$ cat config.mk
export PLATFORM = sky130hd
export DESIGN_NAME = cdse_fit
export DESIGN_NICKNAME = d
export VERILOG_FILES = /design/src/rtl/core/cdse_pkg.sv /design/src/rtl/core/cdse_fit.sv
export SDC_FILE = /design/constraint.sdc
export NUM_CORES = 2
export LEC_CHECK = 0
export ABC_AREA = 1
export ABC_CLOCK_PERIOD_IN_PS = 8200
export BUFFER_PORTS_ARGS = -buffer_cell sky130_fd_sc_hd__buf_2
export CAP_MARGIN = 15
export CORE_ASPECT_RATIO = 1.25
export CORE_MARGIN = 2
export CORE_UTILIZATION = 38
export CTS_BUF_LIST = sky130_fd_sc_hd__clkbuf_2 sky130_fd_sc_hd__clkbuf_4 sky130_fd_sc_hd__clkbuf_8
export DETAILED_ROUTE_END_ITERATION = 10
export HOLD_SLACK_MARGIN = 0.15
export SETUP_SLACK_MARGIN = 0.5
export SLEW_MARGIN = 20
export SYNTH_ARGS = -nofsm -noshare
export SYNTH_HDL_FRONTEND = slang
export SYNTH_SLANG_ARGS = --single-unit
$ cat constraint.sdc
create_clock -name clk -period 8.2 [get_ports clk]
set_input_delay 2.46 -clock clk [delete_from_list [all_inputs] [get_ports clk]]
set_output_delay 2.46 -clock clk [all_outputs]
set_load 0.02 [all_outputs]
$ cat src/rtl/core/cdse_pkg.sv
`default_nettype none
package cdse_pkg;
	localparam int WAVE_LEN_DEF    = 512;
	localparam int SAMPLE_BITS_DEF = 12;
	localparam int WIN_W           = 9;
	localparam int IDX_W           = 9;
	localparam int SLOPE_W         = 21;
	localparam logic [WIN_W-1:0] WINDOW_RESET = 9'd16;

	typedef enum logic {
		REG_SLOPE_WINDOW = 1'b0,
		REG_PULSER_MODE  = 1'b1
	} reg_index_t;

	// Job handed from the front end to the fit engine when a waveform ends.
	typedef struct packed {
		logic             clipped;
		logic [IDX_W-1:0] clip_index;
		logic             fit_req;
		logic [IDX_W-1:0] fit_lo;
		logic [IDX_W:0]   fit_n;
		logic             wave_sel;
	} cdse_job_t;

	typedef enum logic [2:0] {
		FIT_IDLE,
		FIT_ACC,
		FIT_MUL,
		FIT_DIV,
		FIT_OUT
	} fit_state_t;
endpackage
`default_nettype wire

$ cat src/rtl/core/cdse_fit.sv
`default_nettype none
module cdse_fit #(
	parameter int WAVE_LEN    = cdse_pkg::WAVE_LEN_DEF,
	parameter int SAMPLE_BITS = cdse_pkg::SAMPLE_BITS_DEF,
	parameter int AW          = $clog2(WAVE_LEN) + 1
) (
	input  wire                          clk,
	input  wire                          arst_n,
	input  wire                          job_valid,
	input  cdse_pkg::cdse_job_t          job,
	output logic                         job_pop,
	output logic [AW-1:0]                rd_addr,
	input  wire [SAMPLE_BITS-1:0]        rd_data,
	output logic                         res_valid,
	input  wire                          res_take,
	output logic                         clipped,
	output logic [cdse_pkg::IDX_W-1:0]   clip_index,
	output logic                         fit_done,
	output logic [cdse_pkg::IDX_W-1:0]   fit_start,
	output logic [cdse_pkg::IDX_W-1:0]   fit_end,
	output logic signed [cdse_pkg::SLOPE_W-1:0] slope_value,
	output logic                         slope_valid
);
	import cdse_pkg::*;
	localparam int SW = SAMPLE_BITS + IDX_W + 1;      // plain sum
	localparam int WW = SAMPLE_BITS + 2*IDX_W + 2;    // weighted sum
	localparam int NW = WW + 14;                      // numerator
	localparam int DW = 3*(IDX_W+1);                  // denominator
	localparam int QW = NW + 1;
	localparam int CNTW = $clog2(QW + 1);

	fit_state_t st_q, st_d;
	cdse_job_t  job_q;
	logic [IDX_W:0]  j_q;
	logic            rv_q;
	logic [IDX_W:0]  jr_q;
	logic [SW-1:0]   sum_q;
	logic [WW-1:0]   wsum_q;
	logic signed [WW+1:0] s2_q;
	logic [NW-1:0]   rem_num_q;
	logic [DW-1:0]   den_q;
	logic [NW:0]     part_q;
	logic [NW-1:0]   quo_q;
	logic [CNTW-1:0] cnt_q;
	logic            neg_q;
	logic [2:0]      mstep_q;

	logic [NW:0] trial;
	logic        out_busy;

	always_comb begin
		st_d = st_q;
		unique case (st_q)
			FIT_IDLE: if (job_valid) st_d = job.fit_req ? FIT_ACC : FIT_OUT;
			FIT_ACC:  if (!rv_q && j_q == job_q.fit_n) st_d = FIT_MUL;
			FIT_MUL:  if (mstep_q == 3'd3) st_d = FIT_DIV;
			FIT_DIV:  if (cnt_q == '0) st_d = FIT_OUT;
			FIT_OUT:  if (!out_busy) st_d = FIT_IDLE;
			default:  st_d = FIT_IDLE;
		endcase
	end

	always_comb begin
		out_busy = res_valid && !res_take;
		job_pop  = (st_q == FIT_IDLE) && job_valid;
		rd_addr  = {job_q.wave_sel, (AW-1)'(job_q.fit_lo + IDX_W'(j_q))};
		trial    = {part_q[NW-1:0], rem_num_q[NW-1]} - (NW+1)'(den_q);
	end

	always_ff @(posedge clk or negedge arst_n) begin
		if (!arst_n) begin
			st_q <= FIT_IDLE; res_valid <= 1'b0; rv_q <= 1'b0;
		end else begin
			st_q <= st_d;
			if (res_take) res_valid <= 1'b0;
			rv_q <= (st_q == FIT_ACC) && (j_q != job_q.fit_n);
			if (st_q == FIT_OUT && !out_busy) res_valid <= 1'b1;
		end
	end

	always_ff @(posedge clk) begin
		unique case (st_q)
			FIT_IDLE: begin
				job_q <= job; j_q <= '0; jr_q <= '0;
				sum_q <= '0; wsum_q <= '0; mstep_q <= '0;
			end
			FIT_ACC: begin
				if (j_q != job_q.fit_n) j_q <= j_q + 1'b1;
				if (rv_q) begin
					sum_q  <= sum_q + SW'(rd_data);
					wsum_q <= wsum_q + WW'(jr_q) * WW'(rd_data);
					jr_q   <= jr_q + 1'b1;
				end
			end
			FIT_MUL: begin
				mstep_q <= mstep_q + 1'b1;
				unique case (mstep_q)
					3'd0: begin
						s2_q  <= $signed({1'b0, wsum_q, 1'b0});
						den_q <= DW'(job_q.fit_n) * DW'(job_q.fit_n);
					end
					3'd1: begin
						s2_q  <= s2_q - $signed((WW+2)'((job_q.fit_n - 1'b1) * sum_q));
						den_q <= (den_q - 1'b1) * DW'(job_q.fit_n);
					end
					3'd2: begin
						neg_q     <= s2_q[WW+1];
						rem_num_q <= NW'(s2_q[WW+1] ? -s2_q : s2_q) * NW'(1536);
					end
					default: begin
						part_q <= '0; quo_q <= '0; cnt_q <= CNTW'(NW);
					end
				endcase
			end
			FIT_DIV: begin
				if (cnt_q != '0) begin
					cnt_q     <= cnt_q - 1'b1;
					rem_num_q <= rem_num_q << 1;
					if (!trial[NW]) begin
						part_q <= trial;
						quo_q  <= {quo_q[NW-2:0], 1'b1};
					end else begin
						part_q <= {part_q[NW-1:0], rem_num_q[NW-1]};
						quo_q  <= {quo_q[NW-2:0], 1'b0};
					end
				end
			end
			FIT_OUT: begin
				if (!out_busy) begin
					clipped    <= job_q.clipped;
					clip_index <= job_q.clip_index;
					fit_done   <= job_q.fit_req;
					fit_start  <= job_q.fit_req ? job_q.fit_lo : '0;
					fit_end    <= job_q.fit_req ? job_q.clip_index - 1'b1 : '0;
					slope_valid <= job_q.fit_req && !neg_q && (s2_q != '0);
					if (!job_q.fit_req) slope_value <= '0;
					else if (neg_q)
						slope_value <= (quo_q > NW'(1048576)) ? -21'sd1048576
							: -$signed(SLOPE_W'(quo_q));
					else
						slope_value <= (quo_q > NW'(1048575)) ? 21'sd1048575
							: $signed(SLOPE_W'(quo_q));
				end
			end
			default: ;
		endcase
	end
endmodule
`default_nettype wire

==> key figures <==
Outcome
  • Outcome: finished clean

Floorplanning
  • Core area: 121000 um^2
  • Die area: 125000 um^2
  • Initial Utilization: 38.3%
  • Row cnt: 143
  • I/O pin count: 110
  • Die Width: 317 um
  • Die Y-Extent: 395 um

Clocking
  • Worst skew pair latency: 0.77 ns
  • Post-CTS Hold Buffers: 0
  • H-tree levels: 3
  • CTS Root Cell: clkbuf_8
  • Sink Count: 364
  • CTS tree: done
  • Total CTS buffers: 72
  • CTS max path bufs: 3
  • Clock slew at reported path FFs: 0.06 ns

Drt
  • M1 wire length: 55.7 mm
  • Max layer used: met4
  • Met2 routed WL: 62.6 mm
  • DR vias/cell: 5.10
  • Drt pass-1 iters: 6
  • Vias: 38200
  • Antenna-violating nets left: 0
  • Starting DRT DRC Count: 2459
  • # DRC: 0
  • Met3 WL: 8.74 mm
  • Avg WL per Cell: 17.6 um
  • Final wirelength: 132 mm

Worst setup path
  • Crit path DAT: 7.75 ns
  • Reg2Reg Depth: 24
  • Crit Reg-Reg Startpoint: job_q[1]
  • Family with the most delay on the worst path: adder cells
  • Critical path depth: 24
  • Most frequent CP cell: nand2_1
  • Reg-to-Reg End: s2_q[22]
  • Worst setup path startpoint: job_q[1]
  • Crit-path cells: inv_1, buf_4, ha_1, clkinvlp_4, nand2_1, fa_1, fa_1, fa_1, inv_1, fa_1, inv_1, fa_1, ha_1, nand2_1, o21ai_1, a21oi_1, o21ai_2, a21oi_1, inv_1, nand2_1, nand2_1, nand2_1, nand3_1, nand2_1
  • Setup crit end: s2_q[22]
  • WS Path Type: register to register
  • Slowest-stage cell, CP: clkinvlp_4
  • Crit end category: register
  • Flop2flop setup slack: 0.84 ns
  • Bufs and invs on worst path: 6
  • Worst EP required: 8.60 ns
  • Max incr delay on CP: 0.54 ns
  • CP Launch Type: register
  • Largest fanout on the critical path: 38

STA
  • Final setup fails: 0
  • Min Tclk post-route: 7.36 ns
  • Final WS setup: 0.844 ns
  • Relative slew slack: 27.7%
  • Max Clk Rate: 0.136 GHz
  • Clk_skew: 0.0849 ns
  • Final slew viol count: 0
  • RSZ-0062 raised after global routing: true
  • Sum of negative setup slack: 0 ns
  • Tcrit/Tclk final: 89.7%
  • Final hold vios: 0
  • Worst-Margin Slew: 1.08 ns

Logic synthesis
  • Yosys warning total: 0
  • Top-count cell post-synth: inv_1
  • Unique cell type count in the Yosys netlist: 66
  • Avg Inst Size Synth: 8.07 um^2
  • Top-area cell type share of the netlist area: 23.4%
  • Area leader, netlist: fa_1
  • Sequential-to-total area share from yosys stat: 23.5%
  • Post-synth ARST share: 1.37%
  • Synth Register Bits: 364
  • Synth Flop Type: edfxtp_1
  • Cell Area, Synth: 46500 um^2
  • Post-synth EDFFs: 359
  • Syn Inst Count: 5762
  • Top post-synthesis cells by count: 1176 x inv_1, 1138 x nand2_1, 659 x nor2_1
  • Largest cells by area after synthesis: fa_1 23%, edfxtp_1 23%, ha_1 10%

Placed design
  • Dpl hpwl: 105 mm
  • Routability cong.: 0.947
  • PortBufs: 109
  • Post-placement setup slack: 0.443 ns

Cells and area
  • P&R area growth vs syn: 8.22%
  • Share of cells above drive strength 1: 6.35%
  • Layout Nets: 6812

Global route
  • Gr usage total: 21.5%
  • GR Overflow Total: 0
  • Largest net degree at the start of global routing: 85
  • Vias in the first global route: 39700
  • First-pass GRT wire length: 212 mm
  • Initial antenna violation count: 7

Worst hold path
  • Hold Crit Class: register to register

Flow run
  • Max-cap violation count: 0
[per-stage QoR]
step           cell area [um^2]  instances  hold slack (ns)  util (%)
2_1_floorplan             46500       5764            0.400         -
3_3_place_gp              48700       7351            0.435      40.1
3_5_place_dp              48800       7352            0.413      40.1
4_1_cts                   50200       7483            0.440      41.4
5_1_grt                   50300       7486            0.443      41.4
6_report                  50300       7491            0.439      41.4
[state kept, by name, indices dropped and copies added, names as in the netlist, 3 cells and up]
name	flops
clip_index	9
sum_q	22
part_q	46
st_q	3
j_q	10
rem_num_q	37
fit_end	9
jr_q	10
job_q	30
slope_value	21
den_q	30
cnt_q	6
wsum_q	32
mstep_q	3
s2_q	34
quo_q	46
fit_start	9
[cell usage in the layout (no fill, tap or decap), types with 89 or more instances in the layout]
master / instances
a21oi_1: 336
buf_2: 109
edfxtp_1: 359
fa_1: 544
ha_1: 388
inv_1: 1172
nand2_1: 1133
nand3_1: 180
nor2_1: 656
o21ai_0: 247
xor2_1: 89
[metal layers]
metal  track usage (%)  vias to the layer above
li1                  -                    18300
met1              27.8                    18400
met2              36.3                     1220
met3              3.37                      272
met4              7.40                        0
met5                 0                        -
[cell families (layout without fill, tap and decap cells)]
| kind of cell | count (synthesis) | count (layout) | share of synthesized area [%] |
|---|---|---|---|
| xor+xnor | 151 | 151 | 2.88 |
| flops | 364 | 364 | 23.5 |
| simple gates | 2178 | 2178 | 19.1 |
| compound gates | 785 | 785 | 9.55 |
| other cells | 1 | 9 | 0.00807 |
| buf+inv | 1351 | 1477 | 11.1 |
| fa+ha+maj | 932 | 932 | 33.9 |
[final cells by class]
class	count	area, um^2
inverter	1191	4490
clock inverter	44	382
antenna	6	15.0
multi-input combinational	4049	30500
clock buffer	87	1100
tap	1595	2000
timing repair buffer	155	915
sequential	364	10900
fill	12300	71200
[worst min-delay path by stage]
stage	end	slack, ns	cells after the start	startpoint
after floorplan	clipped	0.40	0	job_q[30]
after global placement	clip_index[2]	0.44	0	job_q[23]
after detailed placement	clipped	0.41	0	job_q[30]
after CTS	clipped	0.44	0	job_q[30]
after global routing	clipped	0.44	0	job_q[30]
final	clipped	0.44	0	job_q[30]
[repair_timing]
item,CTS,global route
resized for setup,0,10
endpoints found under the setup margin,0,18
buffers inserted,0,2
Power is not shown: default switching activity piles up to over one toggle a cycle in this logic, so the estimate is an artifact.
