## config.mk

```make
export PLATFORM = sky130hd
export DESIGN_NAME = cdse_front
export DESIGN_NICKNAME = d
export VERILOG_FILES = /design/src/rtl/core/cdse_pkg.sv /design/src/rtl/core/cdse_front.sv
export SDC_FILE = /design/constraint.sdc
export NUM_CORES = 1
export LEC_CHECK = 0
export BUFFER_PORTS_ARGS = -buffer_cell sky130_fd_sc_hd__buf_2
export CAP_MARGIN = 40
export CORE_AREA = 2 2 86 109
export DETAILED_ROUTE_END_ITERATION = 10
export DIE_AREA = 0 0 88 111
export SLEW_MARGIN = 0
export SYNTH_ARGS = -nofsm -noshare
export SYNTH_HDL_FRONTEND = slang
export SYNTH_SLANG_ARGS = --single-unit
```

## constraint.sdc

```tcl
create_clock -name clk -period 8.8 [get_ports clk]
set_input_delay 1.32 -clock clk [delete_from_list [all_inputs] [get_ports clk]]
set_output_delay 1.32 -clock clk [all_outputs]
set_load 0.005 [all_outputs]
```

## src/rtl/core/cdse_pkg.sv

```systemverilog
`default_nettype none
package cdse_pkg;
	localparam int WAVE_LEN_DEF    = 512;
	localparam int SAMPLE_BITS_DEF = 12;
	localparam int WIN_W           = 9;
	localparam int IDX_W           = 9;
	localparam int SLOPE_W         = 21;
	localparam logic [WIN_W-1:0] WINDOW_RESET = 9'd16;

	typedef enum logic {
		REG_SLOPE_WINDOW = 1'b0,
		REG_PULSER_MODE  = 1'b1
	} reg_index_t;

	// Job handed from the front end to the fit engine when a waveform ends.
	typedef struct packed {
		logic             clipped;
		logic [IDX_W-1:0] clip_index;
		logic             fit_req;
		logic [IDX_W-1:0] fit_lo;
		logic [IDX_W:0]   fit_n;
		logic             wave_sel;
	} cdse_job_t;

	typedef enum logic [2:0] {
		FIT_IDLE,
		FIT_ACC,
		FIT_MUL,
		FIT_DIV,
		FIT_OUT
	} fit_state_t;
endpackage
`default_nettype wire

```

## src/rtl/core/cdse_front.sv

```systemverilog
`default_nettype none
module cdse_front #(
	parameter int WAVE_LEN    = cdse_pkg::WAVE_LEN_DEF,
	parameter int SAMPLE_BITS = cdse_pkg::SAMPLE_BITS_DEF,
	parameter int AW          = $clog2(WAVE_LEN) + 1
) (
	input  wire                          clk,
	input  wire                          arst_n,
	input  wire                          in_fire,
	input  wire [SAMPLE_BITS-1:0]        sample,
	input  wire                          inverted,
	input  wire                          first_sample,
	input  wire                          last_sample,
	input  wire [cdse_pkg::WIN_W-1:0]    slope_window,
	input  wire                          pulser_mode,
	output logic                         wr_en,
	output logic [AW-1:0]                wr_addr,
	output logic [SAMPLE_BITS-1:0]       wr_data,
	output logic                         job_push,
	output cdse_pkg::cdse_job_t          job
);
	import cdse_pkg::*;
	localparam int CW = $clog2(WAVE_LEN + 1);
	localparam logic [SAMPLE_BITS-1:0] FULL = {SAMPLE_BITS{1'b1}};

	logic [CW-1:0]    index_q;
	logic             clip_q;
	logic [IDX_W-1:0] clip_pos_q;
	logic             fit_q;
	logic [IDX_W-1:0] lo_q;
	logic [IDX_W:0]   n_q;
	logic             sel_q;

	logic [CW-1:0]    idx;
	logic             clip_c, in_range, hit;
	logic [IDX_W-1:0] lo_c;
	logic [IDX_W:0]   n_c;
	logic [CW:0]      win_ext;

	always_comb begin
		idx      = first_sample ? '0 : index_q;
		clip_c   = first_sample ? 1'b0 : clip_q;
		in_range = idx < CW'(WAVE_LEN);
		hit      = in_range && !pulser_mode && !clip_c
			&& (sample == (inverted ? '0 : FULL));
		win_ext  = (CW+1)'(slope_window);
		lo_c     = ({1'b0, idx} > win_ext) ? IDX_W'({1'b0, idx} - win_ext) : '0;
		n_c      = (IDX_W+1)'(idx) - (IDX_W+1)'(lo_c);
		wr_en    = in_fire && in_range;
		wr_addr  = {sel_q, (AW-1)'(idx)};
		wr_data  = inverted ? FULL - sample : sample;
		job_push = in_fire && last_sample;
		job.clipped    = clip_c || hit;
		job.clip_index = hit ? IDX_W'(idx) : (clip_c ? clip_pos_q : '0);
		job.fit_req    = hit ? (n_c >= 2) : (clip_c && fit_q);
		job.fit_lo     = hit ? lo_c : lo_q;
		job.fit_n      = hit ? n_c : n_q;
		job.wave_sel   = sel_q;
	end

	always_ff @(posedge clk or negedge arst_n) begin
		if (!arst_n) begin
			index_q <= '0; clip_q <= 1'b0; clip_pos_q <= '0;
			fit_q <= 1'b0; lo_q <= '0; n_q <= '0; sel_q <= 1'b0;
		end else if (in_fire) begin
			if (last_sample) begin
				index_q <= '0; clip_q <= 1'b0; fit_q <= 1'b0;
				sel_q   <= ~sel_q;
			end else begin
				index_q <= in_range ? idx + 1'b1 : idx;
				clip_q  <= job.clipped;
				if (hit) begin
					clip_pos_q <= IDX_W'(idx);
					fit_q      <= job.fit_req;
					lo_q       <= lo_c;
					n_q        <= n_c;
				end else if (first_sample) begin
					fit_q <= 1'b0;
				end
			end
		end
	end
endmodule
`default_nettype wire

```

==> out/results.md, run 1 <==
| Stage | Metric | Value |
|---|---|---|
| run status | Result of the run | completed |
| floorplan | Site Rows | 39 |
| critical path | Max stage delay cell, worst path | sky130_fd_sc_hd__o22a_1 |
| routing | 1st-iter DRT viols | 172 |
| job | Number of maximum-capacitance constraint violations | 0 |
| synth | Post-synthesis sequential area ratio | 30.7% |
| synth | Mapped Area | 3340 sq um |
| synth | Adder-cell share of the synthesized area | 7.56% |
| layout | Number of nets in the layout | 543 |
| critical path | Worst setup path class | input pin to output port |
| place | Detailed Place HPWL | 7480 um |
| hold path | Worst min path class | flop to flop |
| synth | Multiplexer area fraction after synthesis | 1.23% |
| timing | Final setup violation count | 0 |
| floorplan | Initial cell density of the core | 37.9% |
| layout | Synthesis-to-layout area growth | 20.8% |
| floorplan | Top-level I/O count | 83 |
| power | Leakage component of the power | 0.00207 uW |
| critical path | Arrival time reported for the critical path endpoint | 5.81 ns |
| floorplan | Core box area | 8830 sq um |
| critical path | Cell type with the highest occurrence count on the critical path | sky130_fd_sc_hd__buf_2 |
| timing | Share of the cycle needed by the critical path after routing | 81.0% |
| synth | Ranking of synthesized cells by area | sky130_fd_sc_hd__dfrtp_1 31%, sky130_fd_sc_hd__nand2_1 8.3%, sky130_fd_sc_hd__o21ai_0 7.0%, sky130_fd_sc_hd__ha_1 6.4%, sky130_fd_sc_hd__xor2_1 4.5% |
| routing | DRC violations left | 0 |
| global routing | Remaining global-route overflow | 0 |
| routing | Aggregate routed wire length | 9520 um |
| global routing | Vias in the first global route | 3,113 |
| clock network | Skew-Pair Late Insertion Delay | 0.29 ns |
| clock network | Post-CTS setup buffers | 0 |
| global routing | Initial antenna violation count | 0 |
| synth | Yosys synthesis warning count | 0 |
| synth | Number of nets produced by synthesis | 470 |
| timing | Maximum achievable frequency | 0.140 GHz |
| synth | Avg Cell Area, Syn | 7.91 sq um |
| clock network | Number of H-tree levels | 2 |
| critical path | Max stage delay on crit path | 0.45 ns |
| timing | Final setup skew | 0.00579 ns |
| synth | Number of distinct library cells after synthesis | 59 |
| clock network | Clock-pin slew on the worst setup and hold paths | 0.06 ns |
| synth | Most used flip-flop cell after synthesis | sky130_fd_sc_hd__dfrtp_1 |
| clock network | Maximum buffer depth of the clock tree | 2 |
| timing | Worst slew margin relative to its limit | 56.9% |
| critical path | Cell-by-cell listing of the critical path | buf_2 > nand2b_1 > inv_1 > fa_1 > nand3_1 > a221oi_2 > o21a_1 > o22a_1 > nand2_1 > ha_1 > a21oi_1 > nor3b_1 > o211ai_1 > a41oi_1 > xor2_1 > a41o_1 > nand3b_1 > buf_2 |
| synth | Number of standard cells after synthesis | 423 |
| synth | Area fraction in compound gates after synthesis | 23.1% |
| critical path | Top cell family by delay on the critical path | compound AO/OA/AOI/OAI gates |
| layout | Share of post-route cells with drive strength above 1 | 21.3% |
| clock network | Clock tree from TritonCTS | built |
| synth | Post-synth ARST share | 100% |
| synth | Simple-gate share of the synthesized area | 24.8% |
| layout | Total of fill cells in the finished design | 887 |
| synth | Largest family of logic cells by synthesized area | simple AND/OR/NAND/NOR gates |
| place | Count of port buffers added during placement | 82 |
| critical path | Worst-path maximum fanout | 16 |
| synth | Biggest area consumer among synthesized cells | sky130_fd_sc_hd__dfrtp_1 |
| timing | Post-Route Hold Slack | 0.483 ns |
| global routing | Total routing usage reported by global routing | 20.0% |
| synth | Register bit count reported by yosys | 41 |
| power | Cell area power density | 127 nW/um^2 |
| floorplan | X dimension of the die | 88 um |
| power | IR drop worst, VDD | 0.0747 mV |
| floorplan | Die Outline Area | 9770 sq um |
| critical path | Buf+Inv Stages, Crit Path | 3 |
| routing | Post-DR vias/cell | 5.20 |
| routing | Number of detailed-routing iterations run before antenna repair | 4 |
| place | Final weighted congestion of routability-driven global placement | 0.926 |
| layout | Ant. Diodes | 0 |
| clock network | Number of buffers inserted by hold repair at cts | 0 |
| clock network | Root buf cell | sky130_fd_sc_hd__clkbuf_16 |
| critical path | Required time at the endpoint of the critical path | 7.48 ns |
| global routing | First-pass GRT wire length | 15,500 um |
| synth | Area share of the largest cell type after synthesis | 30.7% |
| clock network | Clock sink total | 41 |
| timing | RSZ-0062 raised after global routing | false |
| timing | Min cycle time layout | 7.13 ns |
| timing | Final Hold Violating Endpoints | 0 |
| synth | Share of the synthesized netlist area taken by xor and xnor gates | 6.02% |
| floorplan | Die Y | 111 um |
| timing | Max-slew violation count | 0 |
| global routing | Pin count of the biggest net entering global routing | 59 |
| critical path | Type of element capturing the critical path | output port |
| clock network | Number of buffers inserted during clock tree synthesis | 5 |
| synth | Number of enable flip-flop cells after synthesis | 0 |
| routing | Routed len/inst | 15.4 um |
| clock network | Resize count post-CTS | 0 |
| critical path | Startpoint types | input pin |
| routing | Residual antenna-violating net count after detailed routing | 0 |
| routing | DR vias | 3,224 |
| timing | Least-Margin Pin Slew | 0.644 ns |
| timing | Setup TNS after final layout | 0 ns |
==> cells in the mapped netlist, drive strengths merged, types with 3 or more instances <==
master	number
o2bb2ai	4
xnor2	6
a21o	6
and3	9
o21ai	67
buf	9
nor2	15
a31oi	3
o211ai	3
nor3	4
nand4	5
and4	3
dfrtp	41
xor2	17
or3	4
mux2i	3
nor2b	5
inv	29
o21a	3
o31ai	3
ha	17
nand3b	4
a22o	3
or4b	4
nand3	8
nand2b	13
a21oi	14
nand2	74
and2	3
clkbuf	11
or2	4
nand4b	4
==> cells in the final DEF, fill, tap and decap left out, types with 9 or more instances in the layout <==
cell,count
sky130_fd_sc_hd__xor2_1,17
sky130_fd_sc_hd__inv_1,28
sky130_fd_sc_hd__nand2b_1,11
sky130_fd_sc_hd__dfrtp_1,41
sky130_fd_sc_hd__a21oi_1,14
sky130_fd_sc_hd__o21ai_0,47
sky130_fd_sc_hd__nand2_1,74
sky130_fd_sc_hd__and3_1,9
sky130_fd_sc_hd__nor2_1,15
sky130_fd_sc_hd__buf_2,82
sky130_fd_sc_hd__ha_1,17
sky130_fd_sc_hd__o21ai_1,20
==> worst reg2reg max path, stage by stage (launching register included) <==
cell and delay [ns]:
sky130_fd_sc_hd__dfrtp_1 0.42, sky130_fd_sc_hd__nand2b_1 0.16, sky130_fd_sc_hd__inv_1 0.10, sky130_fd_sc_hd__ha_1 0.35, sky130_fd_sc_hd__nand3_1 0.13, sky130_fd_sc_hd__a221oi_2 0.38
sky130_fd_sc_hd__o21a_1 0.21, sky130_fd_sc_hd__o22a_1 0.45, sky130_fd_sc_hd__nand2_1 0.18, sky130_fd_sc_hd__ha_1 0.37, sky130_fd_sc_hd__a21oi_1 0.25, sky130_fd_sc_hd__nor3b_1 0.30
sky130_fd_sc_hd__o211ai_1 0.27, sky130_fd_sc_hd__a41oi_1 0.31, sky130_fd_sc_hd__xor2_1 0.30, sky130_fd_sc_hd__nor4bb_1 0.32, sky130_fd_sc_hd__o2bb2ai_1 0.11
==> state kept, by name (all words and copies together) (netlist names) <==
register,cells
sel_q,1
n_q,10
fit_q,1
lo_q,9
clip_pos_q,9
index_q,10
clip_q,1
==> metrics by stage <==
stage	setup WS, ns	instances	power (uW)	area, sq um	utilization (%)
2_1_floorplan	2.52	423	246	3340	-
3_3_place_gp	1.78	610	272	3810	43.2
3_5_place_dp	1.67	612	275	3850	43.6
4_1_cts	1.66	620	520	4040	45.8
5_1_grt	1.21	620	535	4040	45.8
6_report	1.67	620	514	4040	45.8
==> kinds of logic after synthesis <==
logic type,count (synthesis)
fa+ha+maj,19
xor+xnor,23
compound gates,125
flops,41
simple gates,162
mux,4
buf+inv,49
==> path summary, 6_finish.rpt <==
path                         startpoint       to  slack, ns  cells after the start
setup / recovery           first_sample  job[20]       1.67                     18
min in group asynchronous        arst_n    sel_q       1.01                      1
setup reg to reg             index_q[2]    fit_q       4.06                     16
max in group asynchronous        arst_n  lo_q[0]       7.29                      2
hold / removal                   n_q[1]   n_q[1]       0.48                      2
hold reg to reg                  n_q[1]   n_q[1]       0.48                      2
==> where the power goes <==
part | switching (uW) | internal [uW] | leakage [uW]
sequential | 3.34 | 192 | 0.000568
clock | 79.4 | 164 | 0.0000944
combinational | 41.5 | 33.8 | 0.00141
total | 124 | 390 | 0.00207
==> routing by layer <==
metal	GRT usage, %	wire length [um]
met1	25.9	4090
met2	34.1	4860
met3	3.05	454
met4	5.33	128
met5	0	0
==> layout make-up <==
type	instances	area, sq um	share of cell area [%]
repair buffers	86	460	11.4
flip-flops and latches	41	1030	25.4
multi-input cells	333	2100	51.9
inverters	29	109	2.69
clock buffers	5	125	3.10
clock inverters	3	68.8	1.70
well taps	123	154	3.81
(Power assumes the default switching activity.)
==> run 2, diff against run 1 <==
--- a/config.mk
+++ b/config.mk
@@ -5,11 +5,12 @@
 export SDC_FILE = /design/constraint.sdc
 export NUM_CORES = 1
 export LEC_CHECK = 0
+export ABC_AREA = 1
 export BUFFER_PORTS_ARGS = -buffer_cell sky130_fd_sc_hd__buf_2
 export CAP_MARGIN = 40
-export CORE_AREA = 2 2 86 109
+export CORE_AREA = 2 2 85 107
 export DETAILED_ROUTE_END_ITERATION = 10
-export DIE_AREA = 0 0 88 111
+export DIE_AREA = 0 0 87 109
 export SLEW_MARGIN = 0
 export SYNTH_ARGS = -nofsm -noshare
 export SYNTH_HDL_FRONTEND = slang
==> constraint.sdc (replaced) <==
create_clock -name clk -period 6.9 [get_ports clk]
set_input_delay 1.035 -clock clk [delete_from_list [all_inputs] [get_ports clk]]
set_output_delay 1.035 -clock clk [all_outputs]
set_load 0.005 [all_outputs]
==> run 2 against run 1 <==
Effect of this change:
- synthesized area shrank 3.3%
- hold slack gained 0.0036 ns
- register-to-register slack lost 1.7 ns
- first-iteration DRC count grew 5.2%
- critical path depth grew 9
- setup slack lost 1.1 ns
- highest routed layer unchanged
==> out/results.md, run 2 <==
| Stage | Metric | Value | vs previous |
|---|---|---|---|
| clock network | Maximum buffer depth of the clock tree | 2 | unchanged |
| critical path | Required time at the endpoint of the critical path | 5.86 ns | -1.62 ns |
| power | Cell area power density | 131 nW/um^2 | +3.3% |
| synth | Largest family of logic cells by synthesized area | simple AND/OR/NAND/NOR gates |  |
| power | Overall power of the completed layout | 499 uW | -2.9% |
| synth | Multiplexer area fraction after synthesis | 0% | -1.2 points |
| clock network | Number of H-tree levels | 2 | unchanged |
| layout | Share of post-route cells with drive strength above 1 | 22.3% | +1.0 points |
| layout | Most frequent standard cell in the layout excluding fill and tap cells | sky130_fd_sc_hd__nand2_1 |  |
| routing | Post-DR vias/cell | 5.05 | -2.8% |
| floorplan | Site Rows | 38 | -2.6% |
| power | Leakage component of the power | 0.00205 uW | -1.2% |
| timing | Final setup violation count | 0 | unchanged |
| global routing | First-pass GRT wire length | 14,300 um | -7.6% |
| place | Final weighted congestion of routability-driven global placement | 0.906 | -2.1% |
| synth | Biggest area consumer among synthesized cells | sky130_fd_sc_hd__dfrtp_1 |  |
| layout | Post-route cell area | 3800 sq um | -6.0% |
| timing | Final Hold Violating Endpoints | 0 | unchanged |
| synth | Ranking of synthesized cells by area | sky130_fd_sc_hd__dfrtp_1 32%, sky130_fd_sc_hd__nand2_1 13%, sky130_fd_sc_hd__inv_1 7.5%, sky130_fd_sc_hd__ha_1 6.6%, sky130_fd_sc_hd__o21ai_0 6.0% |  |
| synth | Area share of the largest cell type after synthesis | 31.7% | +1.0 points |
| layout | Number of nets in the layout | 580 | +6.8% |
| synth | Post-synth ARST share | 100% | unchanged |
| layout | Synthesis-to-layout area growth | 17.4% |  |
| critical path | Worst-path maximum fanout | 12 | -4 |
| layout | Biggest registers after layout | index_q: 10 flops, n_q: 10 flops |  |
| clock network | Clock sink total | 41 | unchanged |
| job | Number of maximum-capacitance constraint violations | 0 | unchanged |
| clock network | Skew-Pair Late Insertion Delay | 0.29 ns | about the same |
| routing | DR vias | 3,198 | -0.81% |
| place | Placed Cells incl. Taps | 626 | +2.3% |
| synth | Number of enable flip-flop cells after synthesis | 0 | unchanged |
| synth | Leading post-synthesis cells by instance count | 113 x sky130_fd_sc_hd__nand2_1, 65 x sky130_fd_sc_hd__inv_1, 41 x sky130_fd_sc_hd__dfrtp_1 |  |
| synth | Register bit count reported by yosys | 41 | unchanged |
| synth | Adder-cell share of the synthesized area | 7.81% | +0.25 points |
| timing | Worst slew margin relative to its limit | 58.3% | +1.3 points |
| synth | Most frequent cell after synthesis | sky130_fd_sc_hd__nand2_1 |  |
| timing | Max-slew violation count | 0 | unchanged |
| global routing | Initial antenna violation count | 0 | unchanged |
| synth | Number of standard cells after synthesis | 454 | +7.3% |
| synth | Area fraction in compound gates after synthesis | 19.1% | -4.0 points |
| timing | Final setup skew | 0.00538 ns | -0.000403 ns |
| floorplan | Core box area | 8510 sq um | -3.6% |
| hold path | Worst min path class | flop to flop |  |
| timing | Setup TNS after final layout | 0 ns | unchanged |
| clock network | Clock-pin slew on the worst setup and hold paths | 0.08 ns | +0.02 ns |
| global routing | Vias in the first global route | 3,009 | -3.3% |
| routing | Routed len/inst | 14.1 um | -8.1% |
| synth | Avg Cell Area, Syn | 7.13 sq um | -9.9% |
| timing | Maximum achievable frequency | 0.159 GHz |  |
| place | Count of port buffers added during placement | 82 | unchanged |
| routing | DRC violations left | 0 | unchanged |
| routing | 1st-iter DRT viols | 181 | +5.2% |
| clock network | Root buf cell | sky130_fd_sc_hd__clkbuf_8 |  |
| floorplan | Top-level I/O count | 83 | unchanged |
| critical path | Type of element capturing the critical path | output port |  |
| timing | RSZ-0062 raised after global routing | false |  |
| floorplan | X dimension of the die | 87 um | -1.1% |
| layout | Ant. Diodes | 0 | unchanged |
| synth | Number of distinct library cells after synthesis | 39 | -34% |
| floorplan | Die Y | 109 um | -1.8% |
| global routing | Total routing usage reported by global routing | 19.0% | -1.0 points |
| floorplan | Die Outline Area | 9480 sq um | -2.9% |
| layout | Most frequent cells in the layout | 113 x sky130_fd_sc_hd__nand2_1, 82 x sky130_fd_sc_hd__buf_2, 65 x sky130_fd_sc_hd__inv_1 |  |
| clock network | Clock tree from TritonCTS | built |  |
| synth | Mapped Area | 3240 sq um | -3.3% |
| layout | Final core utilization | 44.6% | -1.1 points |
| clock network | Number of buffers inserted during clock tree synthesis | 5 | unchanged |
| floorplan | Initial cell density of the core | 38.0% | +0.15 points |
| routing | Aggregate routed wire length | 8940 um | -6.1% |
| global routing | Remaining global-route overflow | 0 | unchanged |
| synth | Post-synthesis sequential area ratio | 31.7% | +1.0 points |
| run status | Result of the run | completed |  |
| clock network | Number of buffers inserted by hold repair at cts | 0 | unchanged |
| layout | Post-route insts no fill | 633 | +2.1% |
| synth | Number of nets produced by synthesis | 501 | +6.6% |
| routing | Number of detailed-routing iterations run before antenna repair | 5 | +1 |
| routing | Residual antenna-violating net count after detailed routing | 0 | unchanged |
| global routing | Pin count of the biggest net entering global routing | 47 | -20% |
| place | Detailed Place HPWL | 7030 um | -6.1% |
| critical path | Arrival time reported for the critical path endpoint | 5.27 ns | -0.54 ns |
| synth | Share of the synthesized netlist area taken by xor and xnor gates | 5.65% | -0.38 points |
| power | IR drop worst, VDD | 0.0762 mV | +2.0% |
| critical path | Worst setup path class | input pin to output port |  |
| place | Cell area after placement | 3710 sq um | -3.5% |
| synth | Simple-gate share of the synthesized area | 24.7% | -0.055 points |
| critical path | Startpoint types | input pin |  |
| synth | Yosys synthesis warning count | 0 | unchanged |
| timing | Min cycle time layout | 6.31 ns |  |
| timing | Least-Margin Pin Slew | 0.624 ns | -0.0203 ns |
| timing | Share of the cycle needed by the critical path after routing | 91.4% |  |
| synth | Most used flip-flop cell after synthesis | sky130_fd_sc_hd__dfrtp_1 |  |
## run 2: where the power goes
part	total, uW	switching [uW]	internal [uW]
clock	163	83.5	79.6
sequential	249	3.69	246
combinational	86.4	50.8	35.6
## run 2: kinds of logic (layout without fill, tap and decap cells)
logic type	count (synthesis)	in the layout
adder cells (fa/ha/maj)	19	19
buffers and inverters	81	160
AO/OA/AOI/OAI	104	104
AND/OR/NAND/NOR	189	189
XOR/XNOR	20	20
flip-flops	41	41
## run 2: path summary, 6_finish.rpt
| kind | cells past startpoint | slack, ns | startpoint | endpoint |
|---|---|---|---|---|
| max | 27 | 0.59 | first_sample | job[20] |
| min | 2 | 0.49 | clip_pos_q[8] | clip_pos_q[8] |
| max reg2reg | 28 | 2.39 | index_q[0] | fit_q |
| min reg2reg | 2 | 0.49 | clip_pos_q[8] | clip_pos_q[8] |
| max in group asynchronous | 2 | 5.74 | arst_n | clip_pos_q[1] |
| min in group asynchronous | 1 | 0.68 | arst_n | clip_pos_q[5] |
## run 2: final cells by class
type / instances / area, sq um
Sequential cell: 41 / 1030
Tap cell: 100 / 125
Inverter: 67 / 254
Fill cell: 900 / 4710
Multi-Input combinational cell: 332 / 1860
Clock buffer: 7 / 86.3
Timing Repair Buffer: 86 / 453
## run 2: repair_timing
action / CTS / global route
endpoints found under the setup margin: 0 / 1
hold endpoints to repair: 0 / 0
resized for setup: 0 / 1
setup buffers: 0 / 0
## run 2: per-stage QoR
| stage | hold WS (ns) | worst slack, ns |
|---|---|---|
| final | 0.487 | 0.591 |
| after floorplan | 0.455 | 1.27 |
| after global placement | 0.464 | 0.658 |
| after detailed placement | 0.468 | 0.510 |
| after global routing | 0.501 | 0.134 |
| after CTS | 0.488 | 0.501 |
## run 2: worst max-delay path: stages
cell	delay (ns)
sky130_fd_sc_hd__buf_2	0.22
sky130_fd_sc_hd__nor2_1	0.12
sky130_fd_sc_hd__inv_1	0.23
sky130_fd_sc_hd__ha_1	0.22
sky130_fd_sc_hd__inv_1	0.05
sky130_fd_sc_hd__fa_1	0.39
sky130_fd_sc_hd__inv_1	0.07
sky130_fd_sc_hd__nor2_1	0.04
sky130_fd_sc_hd__nor2_1	0.17
sky130_fd_sc_hd__o21ai_2	0.11
sky130_fd_sc_hd__nand2_1	0.06
sky130_fd_sc_hd__nand2_1	0.07
sky130_fd_sc_hd__nand2_1	0.18
sky130_fd_sc_hd__inv_1	0.14
sky130_fd_sc_hd__nand2_1	0.16
sky130_fd_sc_hd__inv_1	0.08
sky130_fd_sc_hd__fa_1	0.43
sky130_fd_sc_hd__o21ai_1	0.29
sky130_fd_sc_hd__a21oi_1	0.11
sky130_fd_sc_hd__o21ai_0	0.22
sky130_fd_sc_hd__xor2_1	0.27
sky130_fd_sc_hd__nand3_1	0.12
sky130_fd_sc_hd__nor2_1	0.12
sky130_fd_sc_hd__nand3_1	0.08
sky130_fd_sc_hd__nand2_1	0.09
sky130_fd_sc_hd__nand2_1	0.07
sky130_fd_sc_hd__buf_2	0.13
## run 2: per-layer routing
layer | vias to the layer above | routed length (um) | GRT usage (%)
li1 | 1632 | - | -
met1 | 1475 | 3970 | 25.7
met2 | 80 | 4470 | 32.2
met3 | 11 | 376 | 2.42
met4 | 0 | 123 | 4.35
met5 | - | 0 | 0
